File: src/hdl/segment_usage_cleaner_table_macros.svh
// Assertion macros shared by the segment usage table RTL.
// Each macro expects i_clk and i_rst_n in the scope where it is used.
`ifndef SEGMENT_USAGE_CLEANER_TABLE_MACROS_SVH
`define SEGMENT_USAGE_CLEANER_TABLE_MACROS_SVH

// The consequent must hold in the same cycle as the antecedent.
`define SUT_ASSERT_IMP(lbl, ante, cons) \
    lbl: assert property (@(posedge i_clk) disable iff (!i_rst_n) (ante) |-> (cons)) \
        else $error("same-cycle check failed");

// The consequent must hold in the cycle after the antecedent.
`define SUT_ASSERT_NEXT(lbl, ante, cons) \
    lbl: assert property (@(posedge i_clk) disable iff (!i_rst_n) (ante) |=> (cons)) \
        else $error("next-cycle check failed");

`endif

File: src/hdl/sut_pkg.sv
// Package of the segment usage table: sizes, codes, transaction types and
// the command and status structs between controller and datapath.
package sut_pkg;

    localparam int MAX_SEGMENTS = 64;
    localparam int SEG_W        = 6;
    localparam int IDX_W        = 7;
    localparam int RAM_AW       = $clog2(MAX_SEGMENTS);
    localparam int LIVE_W       = 16;
    localparam int TIME_W       = 32;
    localparam int ENTRY_W      = LIVE_W + TIME_W;
    localparam int PROD_W       = LIVE_W + TIME_W;
    localparam int SCORE_W      = 56;
    localparam int FRAC_W       = SCORE_W - PROD_W;
    localparam int DEN_W        = LIVE_W + 1;
    localparam int CLEAN_W      = 7;
    localparam int CFG_W        = 16;
    localparam int CFG_IDX_W    = 2;
    localparam int LANES        = 8;
    localparam int LANE_CNT_W   = $clog2(LANES + 1);
    localparam int NCHUNK       = (MAX_SEGMENTS + LANES - 1) / LANES;
    localparam int CHUNK_W      = (NCHUNK > 1) ? $clog2(NCHUNK) : 1;

    localparam logic [CFG_IDX_W-1:0] CFG_FIRST = 2'd0;
    localparam logic [CFG_IDX_W-1:0] CFG_INUSE = 2'd1;
    localparam logic [CFG_IDX_W-1:0] CFG_BPS   = 2'd2;

    localparam logic [1:0] KIND_LIVE   = 2'd0;
    localparam logic [1:0] KIND_DIE    = 2'd1;
    localparam logic [1:0] KIND_SELECT = 2'd2;
    localparam logic [1:0] KIND_LIST   = 2'd3;

    localparam logic [1:0] ST_OK      = 2'd0;
    localparam logic [1:0] ST_NOT_LOG = 2'd1;
    localparam logic [1:0] ST_ZERO    = 2'd2;
    localparam logic [1:0] ST_NONE    = 2'd3;

    typedef struct packed {
        logic [1:0]        kind;
        logic [SEG_W-1:0]  segment;
        logic [TIME_W-1:0] block_time;
        logic [TIME_W-1:0] now_time;
        logic [SEG_W-1:0]  skip_segment;
    } t_in_item;

    typedef struct packed {
        logic [1:0]         status;
        logic [SEG_W-1:0]   result_segment;
        logic [SCORE_W-1:0] score;
        logic [LIVE_W-1:0]  live_count;
        logic [CLEAN_W-1:0] clean_count;
        logic               last;
    } t_out_item;

    typedef enum logic [1:0] {
        EMIT_UPD,
        EMIT_SEL,
        EMIT_MID,
        EMIT_END
    } t_emit;

    typedef struct packed {
        logic  take;
        logic  rd;
        logic  reject;
        logic  upd;
        logic  cnt_step;
        logic  scan_init;
        logic  sel_rd;
        logic  sel_mul;
        logic  div_start;
        logic  sel_cmp;
        logic  idx_inc;
        logic  pend_set;
        logic  emit;
        t_emit emit_kind;
    } t_cmd;

    typedef struct packed {
        logic [1:0] kind;
        logic       seg_log;
        logic       cnt_done;
        logic       idx_end;
        logic       idx_nz;
        logic       idx_qual;
        logic       have_pend;
        logic       div_done;
        logic       out_free;
    } t_sts;

endpackage

File: src/hdl/sut_ctrl.sv
// Controller state machine of the segment usage table. Sequences update,
// clean count, victim scan and clean list through datapath commands.
// Uses sut_pkg and the assertion macros.
`include "segment_usage_cleaner_table_macros.svh"

module sut_ctrl (
    input  logic          i_clk,
    input  logic          i_rst_n,
    input  logic          i_in_valid,
    output logic          o_in_stall,
    input  sut_pkg::t_sts i_sts,
    output sut_pkg::t_cmd o_cmd
);
    import sut_pkg::*;

    typedef enum logic [3:0] {
        S_IDLE,
        S_DISPATCH,
        S_UPDATE,
        S_COUNT,
        S_UPD_EMIT,
        S_SEL_NEXT,
        S_SEL_MUL,
        S_SEL_DIV_GO,
        S_SEL_DIV_WAIT,
        S_SEL_EMIT,
        S_LIST_SCAN,
        S_LIST_END
    } t_state;

    t_state r_state;
    t_state n_state;
    t_cmd   w_cmd;

    always_comb begin
        w_cmd           = '0;
        w_cmd.emit_kind = EMIT_UPD;
        n_state         = r_state;
        unique case (r_state)
            S_IDLE: begin
                if (i_in_valid) begin
                    w_cmd.take = 1'b1;
                    n_state    = S_DISPATCH;
                end
            end
            S_DISPATCH: begin
                if (i_sts.kind == KIND_LIVE || i_sts.kind == KIND_DIE) begin
                    if (i_sts.seg_log) begin
                        w_cmd.rd = 1'b1;
                        n_state  = S_UPDATE;
                    end else begin
                        w_cmd.reject = 1'b1;
                        n_state      = S_COUNT;
                    end
                end else begin
                    n_state = S_COUNT;
                end
            end
            S_UPDATE: begin
                w_cmd.upd = 1'b1;
                n_state   = S_COUNT;
            end
            S_COUNT: begin
                w_cmd.cnt_step = 1'b1;
                if (i_sts.cnt_done) begin
                    unique case (i_sts.kind)
                        KIND_SELECT: begin
                            w_cmd.scan_init = 1'b1;
                            n_state         = S_SEL_NEXT;
                        end
                        KIND_LIST: begin
                            w_cmd.scan_init = 1'b1;
                            n_state         = S_LIST_SCAN;
                        end
                        default: n_state = S_UPD_EMIT;
                    endcase
                end
            end
            S_UPD_EMIT: begin
                if (i_sts.out_free) begin
                    w_cmd.emit      = 1'b1;
                    w_cmd.emit_kind = EMIT_UPD;
                    n_state         = S_IDLE;
                end
            end
            S_SEL_NEXT: begin
                if (i_sts.idx_end) begin
                    n_state = S_SEL_EMIT;
                end else if (!i_sts.idx_nz) begin
                    w_cmd.idx_inc = 1'b1;
                end else begin
                    w_cmd.sel_rd = 1'b1;
                    n_state      = S_SEL_MUL;
                end
            end
            S_SEL_MUL: begin
                w_cmd.sel_mul = 1'b1;
                n_state       = S_SEL_DIV_GO;
            end
            S_SEL_DIV_GO: begin
                w_cmd.div_start = 1'b1;
                n_state         = S_SEL_DIV_WAIT;
            end
            S_SEL_DIV_WAIT: begin
                if (i_sts.div_done) begin
                    w_cmd.sel_cmp = 1'b1;
                    w_cmd.idx_inc = 1'b1;
                    n_state       = S_SEL_NEXT;
                end
            end
            S_SEL_EMIT: begin
                if (i_sts.out_free) begin
                    w_cmd.emit      = 1'b1;
                    w_cmd.emit_kind = EMIT_SEL;
                    n_state         = S_IDLE;
                end
            end
            S_LIST_SCAN: begin
                if (i_sts.idx_end) begin
                    n_state = S_LIST_END;
                end else if (!i_sts.idx_qual) begin
                    w_cmd.idx_inc = 1'b1;
                end else if (!i_sts.have_pend) begin
                    w_cmd.pend_set = 1'b1;
                    w_cmd.idx_inc  = 1'b1;
                end else if (i_sts.out_free) begin
                    w_cmd.emit      = 1'b1;
                    w_cmd.emit_kind = EMIT_MID;
                    w_cmd.pend_set  = 1'b1;
                    w_cmd.idx_inc   = 1'b1;
                end
            end
            S_LIST_END: begin
                if (i_sts.out_free) begin
                    w_cmd.emit      = 1'b1;
                    w_cmd.emit_kind = EMIT_END;
                    n_state         = S_IDLE;
                end
            end
            default: n_state = S_IDLE;
        endcase
    end

    always_ff @(posedge i_clk) begin
        if (!i_rst_n) begin
            r_state <= S_IDLE;
        end else begin
            r_state <= n_state;
        end
    end

    assign o_cmd      = w_cmd;
    assign o_in_stall = r_state != S_IDLE;

    `SUT_ASSERT_IMP(a_emit_needs_room, w_cmd.emit, i_sts.out_free)
    `SUT_ASSERT_NEXT(a_take_dispatches, w_cmd.take, r_state == S_DISPATCH)
    `SUT_ASSERT_NEXT(a_div_holds, (r_state == S_SEL_DIV_WAIT) && !i_sts.div_done,
                     r_state == S_SEL_DIV_WAIT)
endmodule

File: config.mk
export PLATFORM = sky130hd
export DESIGN_NAME = sut_ctrl
export DESIGN_NICKNAME = d
export VERILOG_FILES = /design/src/hdl/sut_pkg.sv /design/src/hdl/sut_ctrl.sv
export VERILOG_INCLUDE_DIRS = /design/src /design/src/hdl
export SDC_FILE = /design/constraint.sdc
export NUM_CORES = 1
export LEC_CHECK = 0
export BUFFER_PORTS_ARGS = -buffer_cell sky130_fd_sc_hd__buf_2
export CAP_MARGIN = 30
export CORE_AREA = 2 2 39 41
export CTS_CLUSTER_DIAMETER = 40
export DETAILED_ROUTE_END_ITERATION = 16
export DIE_AREA = 0 0 41 43
export GPL_ROUTABILITY_DRIVEN = 0
export GPL_TIMING_DRIVEN = 0
export PLACE_DENSITY = 0.78
export SETUP_SLACK_MARGIN = 0.4
export SLEW_MARGIN = 20
export SYNTH_ARGS = -nofsm -noshare
export SYNTH_HDL_FRONTEND = slang
export SYNTH_SLANG_ARGS = --single-unit
File: constraint.sdc
create_clock -name i_clk -period 4.05 [get_ports i_clk]
set_input_delay 0.2025 -clock i_clk [delete_from_list [all_inputs] [get_ports i_clk]]
set_output_delay 0.2025 -clock i_clk [all_outputs]
set_load 0.01 [all_outputs]
==> flow_metrics.tcl, run 1 <==
set metrics [dict create \
    diodes 0 \
    fin_crit_ns 1.98 \
    synth_seq_cells 4 \
    drive_above_1_share_pct 37.1 \
    status "completed" \
    clkPwrFrac_pct 11.2 \
    p_seq_share_pct 17.5 \
    cap_viol_max_count 0 \
    p_leak_uw 0.000375 \
    drt_pass1_iterations 4 \
    antenna_found_initial 0 \
    synth.largest_area_cell "dfxtp_1" \
    die_w_um 41 \
    drt_first_iter_violations 32 \
    die_area_um2 1760 \
    cts_sinks 4 \
    holdBufCountCts 0 \
    coreArea_um2 1380 \
    setup_ws_ns 2.07 \
    synth_commonest_cells "9 x nor2_1, 7 x nor3_1, 6 x nand2_1" \
    fin_worst_skew_ns 0.00631 \
    yosysSeqAreaShare_pct 13.3 \
    slew_headroom_pct 71.1 \
    post-place-ws_ns 2.29 \
    yosysMostFrequentCell "nor2_1" \
    powerDensity_nw_per_um2 549 \
    cp_data_arrival_time_ns 1.77 \
    tightest_slew_ns 0.433 \
    grt_pass1_vias 640 \
    synth_edf_count 0 \
    critPathMaxFanout 10 \
    sw_frac_of_total_pct 49.4 \
    synthArstFlopShare_pct 0 \
    yosys.area.top_type_share_pct 13.3 \
    rsz0062_at_grt "no" \
    syn_avg_cell_area_um2 7.00 \
    p_sw_uw 211 \
    timing.final.hold_violations 0 \
    synthCells 86 \
    cts_root_buf "clkbuf_4" \
    cts_made_buffers 3 \
    vdd_drop_max_mv 0.292 \
    finalCritPeriodShare_pct 48.8 \
    via_per_inst 6.02 \
    io_pins 29 \
    crit_start "r_state[3]" \
    grtUsageTotal_pct 20.1 \
    max_freq_mhz 506 \
    crit_type "reg2out" \
    post_synth_num_cell_types 36 \
    synth_area_leaders "dfxtp_1 13%, nor3_1 5.8%, nor2_1 5.6%, and3_1 5.2%, nand2b_1 5.2%" \
    wirelength_um 1760 \
    cts_buffer_depth 2 \
    reg.largest.list "r_state (4)" \
    cp-endpoint "o_cmd[4]" \
    startpoint_type "flip-flop" \
    r2r_slack_ns 2.25 \
    die_y_um 43 \
    fin_nets 131 \
    start_util_pct 43.5 \
    clkTransAtPathRegs_ns 0.04 \
    yosys_warnings 0 \
    cp.required_ns 3.85 \
    largest_reg_flops 4 \
    hpwl_um 1340 \
    hp-class "in2reg" \
    clk_latency_ns 0.23 \
    port_buffers 27 \
    p_int_uw 216 \
    finalSetupTns_ns 0 \
    finalSetupViolCount 0 \
    cts_max_level 1 \
    synthesis.nets 99 \
    regMostFlops "r_state" \
    drc 0 \
    cts_resized 0 \
    critPathCaptureType "primary output" \
    area_delta_synth_final_pct 29.5 \
    ant_nets 0 \
    grt_pass1_wl_um 2550 \
    cts_tree "built" \
    reg2reg_depth 6 \
    postCtsSetupBuffers 0 \
    overflow 0 \
    pwr-share-comb_pct 71.3 \
    r2r_start "r_state[0]" \
    num_vias 795 \
    wl_per_cell_um 13.4 \
    slew_violations 0 \
    synthFlopType "dfxtp_1" \
    syn-cell-area_um2 602 \
    r2r_end "r_state[3]" \
    num_rows 14 \
    grt_max_degree 11 \
]
## cells in the final DEF, fill, tap and decap left out, types with 2 or more instances in the layout
cell type and n:
dfxtp_1 4, nand2_1 6, nor3_1 7, buf_2 30, nand2b_1 5, and3_1 5, o21ai_0 5, a21oi_2 3
inv_1 4, clkbuf_1 2, clkbuf_4 3, nor2_1 9, a21oi_1 5, nand3b_1 4, o221a_2 2
## cell families (layout without fill, tap and decap cells)
kind of cell           count (synthesis)  after routing  share of synthesized area [%]
buffers and inverters                 10             40                           7.48
AOI/OAI and AO/OA                     26             26                           34.9
DFF                                    4              4                           13.3
and+or+nand+nor                       46             46                           44.3
## layer usage
layer | wire, µm | GRT usage (%)
met1 | 755 | 24.8
met3 | 122 | 2.09
met2 | 873 | 33.8
met5 | 0 | 0
met4 | 12 | 7.33
## through the flow
step                hold WS [ns]  cells  power, µW  utilization (%)  area, µm²
floorplan                  0.349     86        296                -        602
global placement           0.480    129        367             54.7        757
detailed placement         0.487    129        376             54.7        757
CTS                        0.245    132        426             56.3        779
global route               0.252    132        461             56.3        779
finish                     0.245    132        428             56.3        779
## power groups by stage
stage | clock (µW) | sequential [µW] | combinational, µW
finish | 47.8 | 74.8 | 305
global route | 51.4 | 77.1 | 332
CTS | 48.8 | 73.8 | 303
detailed placement | 0 | 74.2 | 302
global placement | 0 | 74.2 | 293
floorplan | 0 | 69.6 | 227
## worst max-delay path, stage by stage (launching register included)
cell      delay, ns
dfxtp_1        0.43
buf_2          0.26
inv_1          0.10
nor2_1         0.28
and3_1         0.22
a21oi_1        0.05
nand2b_1       0.08
buf_2          0.12
## worst min path at each step
| stage | end | from | cells after the start | slack [ns] |
|---|---|---|---|---|
| after detailed placement | r_state[1] | i_rst_n | 2 | 0.49 |
| after floorplan | r_state[1] | i_rst_n | 1 | 0.35 |
| after global placement | r_state[1] | i_rst_n | 2 | 0.48 |
| after global routing | r_state[1] | i_rst_n | 2 | 0.25 |
| final | r_state[1] | i_rst_n | 2 | 0.25 |
| after CTS | r_state[1] | i_rst_n | 2 | 0.24 |
## final cells by class
type | instances | area (µm²)
Fill cell | 150 | 604
Sequential cell | 4 | 80.1
Tap cell | 16 | 20.0
Timing Repair Buffer | 27 | 135
Clock buffer | 3 | 22.5
Inverter | 4 | 15.0
Multi-Input combinational cell | 72 | 477
Buffer | 6 | 30.0
No activity file was read; power rests on OpenSTA's default activity.
==> run 2, diff against run 1 <==
--- a/config.mk
+++ b/config.mk
@@ -8,13 +8,13 @@
 export LEC_CHECK = 0
 export BUFFER_PORTS_ARGS = -buffer_cell sky130_fd_sc_hd__buf_2
 export CAP_MARGIN = 30
-export CORE_AREA = 2 2 39 41
+export CORE_MARGIN = 2
+export CORE_UTILIZATION = 40
 export CTS_CLUSTER_DIAMETER = 40
 export DETAILED_ROUTE_END_ITERATION = 16
-export DIE_AREA = 0 0 41 43
 export GPL_ROUTABILITY_DRIVEN = 0
 export GPL_TIMING_DRIVEN = 0
-export PLACE_DENSITY = 0.78
+export PLACE_DENSITY = 0.74
 export SETUP_SLACK_MARGIN = 0.4
 export SLEW_MARGIN = 20
 export SYNTH_ARGS = -nofsm -noshare
==> constraint.sdc (replaced) <==
create_clock -name i_clk -period 1.8 [get_ports i_clk]
set_input_delay 0.09 -clock i_clk [delete_from_list [all_inputs] [get_ports i_clk]]
set_output_delay 0.09 -clock i_clk [all_outputs]
set_load 0.01 [all_outputs]
==> run 2 against run 1 <==
Compared with the run above:
- clock power rose by 130%
- register-to-register slack got worse by 2.1 ns
- global-route usage increased by 2.2 points
- worst hold slack worse by 0.13 ns
- sequential power grew to 2.5 times the previous value
- via count is 6.0% higher
- total power increased to 3.1 times the previous value
- non-clock buffer count up 11
- worst setup slack got worse by 2.0 ns
- first-iteration DRC count grew 3.1%
- largest power group unchanged
- highest routed layer unchanged
==> flow_metrics.tcl, run 2 (synthesis results as in run 1) <==
set metrics [dict create \
    total_power_uw 1310 \
    drc 0 \
    regMostFlops "r_state" \
    grtUsageTotal_pct 22.3 \
    finalCritPeriodShare_pct 93.7 \
    wirelength_um 2150 \
    final_common_cell "buf_2" \
    ant_nets 0 \
    tightest_slew_ns 0.422 \
    hpwl_um 1350 \
    drt_first_iter_violations 33 \
    wl_per_cell_um 15.1 \
    die_area_um2 1830 \
    clk_latency_ns 0.24 \
    num_vias 843 \
    reg.largest.list "r_state (4)" \
    num_rows 13 \
    cts_sinks 4 \
    io_pins 29 \
    design_area_um2 1000 \
    cp_num_buf_inv 0 \
    cts_made_buffers 3 \
    grt_max_degree 11 \
    max_stage_delay_ns 0.56 \
    area_delta_synth_final_pct 66.5 \
    cap_viol_max_count 0 \
    die_y_um 42.8 \
    cp.required_ns 1.92 \
    cts_root_buf "clkbuf_4" \
    worst_path_max_delay_cell "or4b_4" \
    cp_data_arrival_time_ns 1.80 \
    crit_type "reg2reg" \
    cts_max_level 1 \
    max_freq_mhz 593 \
    startpoint_type "flip-flop" \
    placed_area_um2 767 \
    cpLargestDelayFamily "simple AND/OR/NAND/NOR gates" \
    path_cells "or4b_4 > a21oi_4 > or2_4 > nor2_2 > o221a_2" \
    die_w_um 42.8 \
    start_util_pct 44.6 \
    post-place-ws_ns 0.00732 \
    powerDensity_nw_per_um2 1310 \
    layout_common_cells "26 x buf_2, 11 x buf_4, 6 x nand2_1" \
    largest_reg_flops 4 \
    port_buffers 27 \
    finalSetupViolCount 0 \
    cts_buffer_depth 2 \
    setup_ws_ns 0.113 \
    cts_tree "built" \
    antenna_found_initial 0 \
    overflow 0 \
    drt_pass1_iterations 4 \
    r2r_slack_ns 0.11 \
    fin_nets 142 \
    drive_above_1_share_pct 57.5 \
    hp-class "in2reg" \
    slew_headroom_pct 71.9 \
    fin_crit_ns 1.69 \
    critPathMaxFanout 8 \
    timing.final.hold_violations 0 \
    grt_pass1_wl_um 3220 \
    slew_violations 0 \
    finalSetupTns_ns 0 \
    critPathCaptureType "flip-flop" \
    coreArea_um2 1350 \
    clkTransAtPathRegs_ns 0.04 \
    p_leak_uw 0.000461 \
    diodes 0 \
    via_per_inst 5.94 \
    vdd_drop_max_mv 0.716 \
    grt_pass1_vias 724 \
    status "completed" \
    fin_worst_skew_ns 0.00715 \
    rsz0062_at_grt "yes" \
]
-- run 2: worst reg2reg max path, stage by stage (launching register included) --
cell	delay, ns
dfxtp_4	0.36
or4b_4	0.56
a21oi_4	0.15
or2_4	0.18
nor2_2	0.06
o221a_2	0.26
-- run 2: where the power goes --
group          total [µW]  internal, µW  switching [µW]
registers             190           136            54.1
logic                1010           498             510
clock network         112          74.6            37.0
-- run 2: path summary, 6_finish.rpt --
kind                            cells after the start  startpoint          to
worst max register to register                      5  r_state[3]  r_state[3]
worst min-delay path                                2     i_rst_n  r_state[1]
worst min register to register                      2  r_state[3]  r_state[3]
worst max-delay path                                5  r_state[3]  r_state[3]
-- run 2: through the flow --
stage / hold slack [ns] / instances / util (%)
floorplan: 0.229 / 86 / -
CTS: 0.110 / 138 / 67.0
global placement: 0.361 / 128 / 56.8
detailed placement: 0.363 / 128 / 56.8
finish: 0.116 / 142 / 74.2
global route: 0.108 / 142 / 74.2
-- run 2: routing by layer --
metal / up-vias / global-route usage [%] / routed length (µm)
met5: - / 0 / 0
met4: 0 / 5.63 / 34
met3: 6 / 5.53 / 147
met2: 42 / 35.2 / 1050
met1: 391 / 29.9 / 913
li1: 404 / - / -
-- run 2: what timing repair did --
action | CTS | global route
hold buffers | 0 | 0
setup endpoints to repair | 19 | 17
resized for setup | 19 | 15
pin swaps | 5 | 5
cloned | 0 | 0
buffers inserted | 7 | 4
-- run 2: final cells by class --
class	count	area, µm²
sequential	4	90.1
tap	15	18.8
fill	106	348
inverter	4	15.0
multi-input combinational	72	572
clock buffer	3	22.5
buffer	6	60.1
timing repair buffer	38	224
==> run 3, diff against run 2 <==
--- a/config.mk
+++ b/config.mk
@@ -14,6 +14,7 @@
 export DETAILED_ROUTE_END_ITERATION = 16
 export GPL_ROUTABILITY_DRIVEN = 0
 export GPL_TIMING_DRIVEN = 0
+export MAX_ROUTING_LAYER = met4
 export PLACE_DENSITY = 0.74
 export SETUP_SLACK_MARGIN = 0.4
 export SLEW_MARGIN = 20
==> run 3 against run 2 <==
Compared with the run above:
- first-iteration DRC count shrank 12%
- total power increased by 0.23%
- cell area unchanged
- core utilization unchanged
- final cell count unchanged
- worst setup slack worse by 0.0015 ns
- clock power about the same
- register-to-register slack hardly changed
- critical path type unchanged
- critical endpoint unchanged
- highest routed layer unchanged
==> flow_metrics.tcl, run 3 (synthesis results as in run 1) <==
set metrics [dict create \
    clk_latency_ns 0.24 \
    fin_crit_ns 1.69 \
    hpwl_um 1350 \
    startpoint_type "flip-flop" \
    setup_ws_ns 0.112 \
    critPathMaxFanout 8 \
    wl_per_cell_um 15.1 \
    clkTransAtPathRegs_ns 0.04 \
    final_common_cell "buf_2" \
    total_power_uw 1310 \
    port_buffers 27 \
    top_layer "met4" \
    wl_met3_um 151 \
    drc 0 \
    timing.final.hold_violations 0 \
    cts_buffer_depth 2 \
    grt_max_degree 11 \
    die_area_um2 1830 \
    overflow 0 \
    slew_violations 0 \
    num_rows 13 \
    layout_common_cells "26 x buf_2, 11 x buf_4, 6 x nand2_1" \
    drt_pass1_iterations 4 \
    diodes 0 \
    grtUsageTotal_pct 22.9 \
    powerDensity_nw_per_um2 1310 \
    io_pins 29 \
    die_w_um 42.8 \
    cp_data_arrival_time_ns 1.81 \
    finalSetupTns_ns 0 \
    cp.required_ns 1.92 \
    drive_above_1_share_pct 57.5 \
    met1Wirelength_um 917 \
    max_freq_mhz 592 \
    critPathCaptureType "flip-flop" \
    wirelength_um 2150 \
    via_per_inst 5.89 \
    regMostFlops "r_state" \
    finalCritPeriodShare_pct 93.8 \
    drt_first_iter_violations 29 \
    cts_max_level 1 \
    cts_tree "built" \
    rsz0062_at_grt "yes" \
    cts_made_buffers 3 \
    cap_viol_max_count 0 \
    cts_root_buf "clkbuf_4" \
    die_y_um 42.8 \
    status "completed" \
    post-place-ws_ns 0.00732 \
    fin_worst_skew_ns 0.00714 \
    antenna_found_initial 0 \
    coreArea_um2 1350 \
    cts_sinks 4 \
    grt_pass1_vias 724 \
    wl_met2_um 1040 \
    crit_type "reg2reg" \
    grt_pass1_wl_um 3220 \
    finalSetupViolCount 0 \
    area_delta_synth_final_pct 66.5 \
    ant_nets 0 \
    vdd_drop_max_mv 0.714 \
    reg.largest.list "r_state (4)" \
    num_vias 836 \
    slew_headroom_pct 71.6 \
    start_util_pct 44.6 \
    fin_nets 142 \
    hp-class "in2reg" \
    p_leak_uw 0.000461 \
    largest_reg_flops 4 \
    tightest_slew_ns 0.426 \
]
run 3: repair_timing:
item                                   CTS  global route
gates cloned                             0             0
pin swaps                                5             5
setup buffers                            7             4
resized for setup                       19            15
endpoints found under the hold margin    0             0
hold buffers                             0             0
setup endpoints to repair               19            17
run 3: routing by layer:
layer,GRT usage [%],up-vias
met5,-,-
met4,5.63,0
met3,5.53,6
met2,35.2,43
met1,29.9,381
li1,-,406
run 3: area by class of cell:
cell class,count,area (µm²)
repair buffers,38,224
flip-flops and latches,4,90.1
well taps,15,18.8
inverters,4,15.0
fillers,106,348
plain buffers,6,60.1
clock buffers,3,22.5
multi-input cells,72,572
run 3: through the flow:
| stage | cell area (µm²) | util, % | hold WS [ns] | instances |
|---|---|---|---|---|
| finish | 1000 | 74.2 | 0.116 | 142 |
| global route | 1000 | 74.2 | 0.108 | 142 |
| CTS | 905 | 67.0 | 0.110 | 138 |
| detailed placement | 767 | 56.8 | 0.363 | 128 |
| global placement | 767 | 56.8 | 0.361 | 128 |
| floorplan | 613 | - | 0.229 | 86 |
run 3: worst paths after layout:
check / start / endpoint / slack (ns) / cells past startpoint
setup / recovery: r_state[3] / r_state[3] / 0.11 / 5
hold / removal: i_rst_n / r_state[1] / 0.12 / 2
setup reg to reg: r_state[3] / r_state[3] / 0.11 / 5
hold reg to reg: r_state[3] / r_state[3] / 0.75 / 2
run 3: worst max-delay path, stage by stage (launching register included):
cell	delay [ns]
dfxtp_4	0.36
or4b_4	0.56
a21oi_4	0.15
or2_4	0.18
nor2_2	0.06
o221a_2	0.26
run 3: power by group:
group	switching (µW)	internal [µW]	total [µW]	leakage (µW)
registers	54.1	136	190	0.0000350
logic	511	498	1010	0.000412
clock network	38.7	74.7	113	0.0000138
total	604	708	1310	0.000461
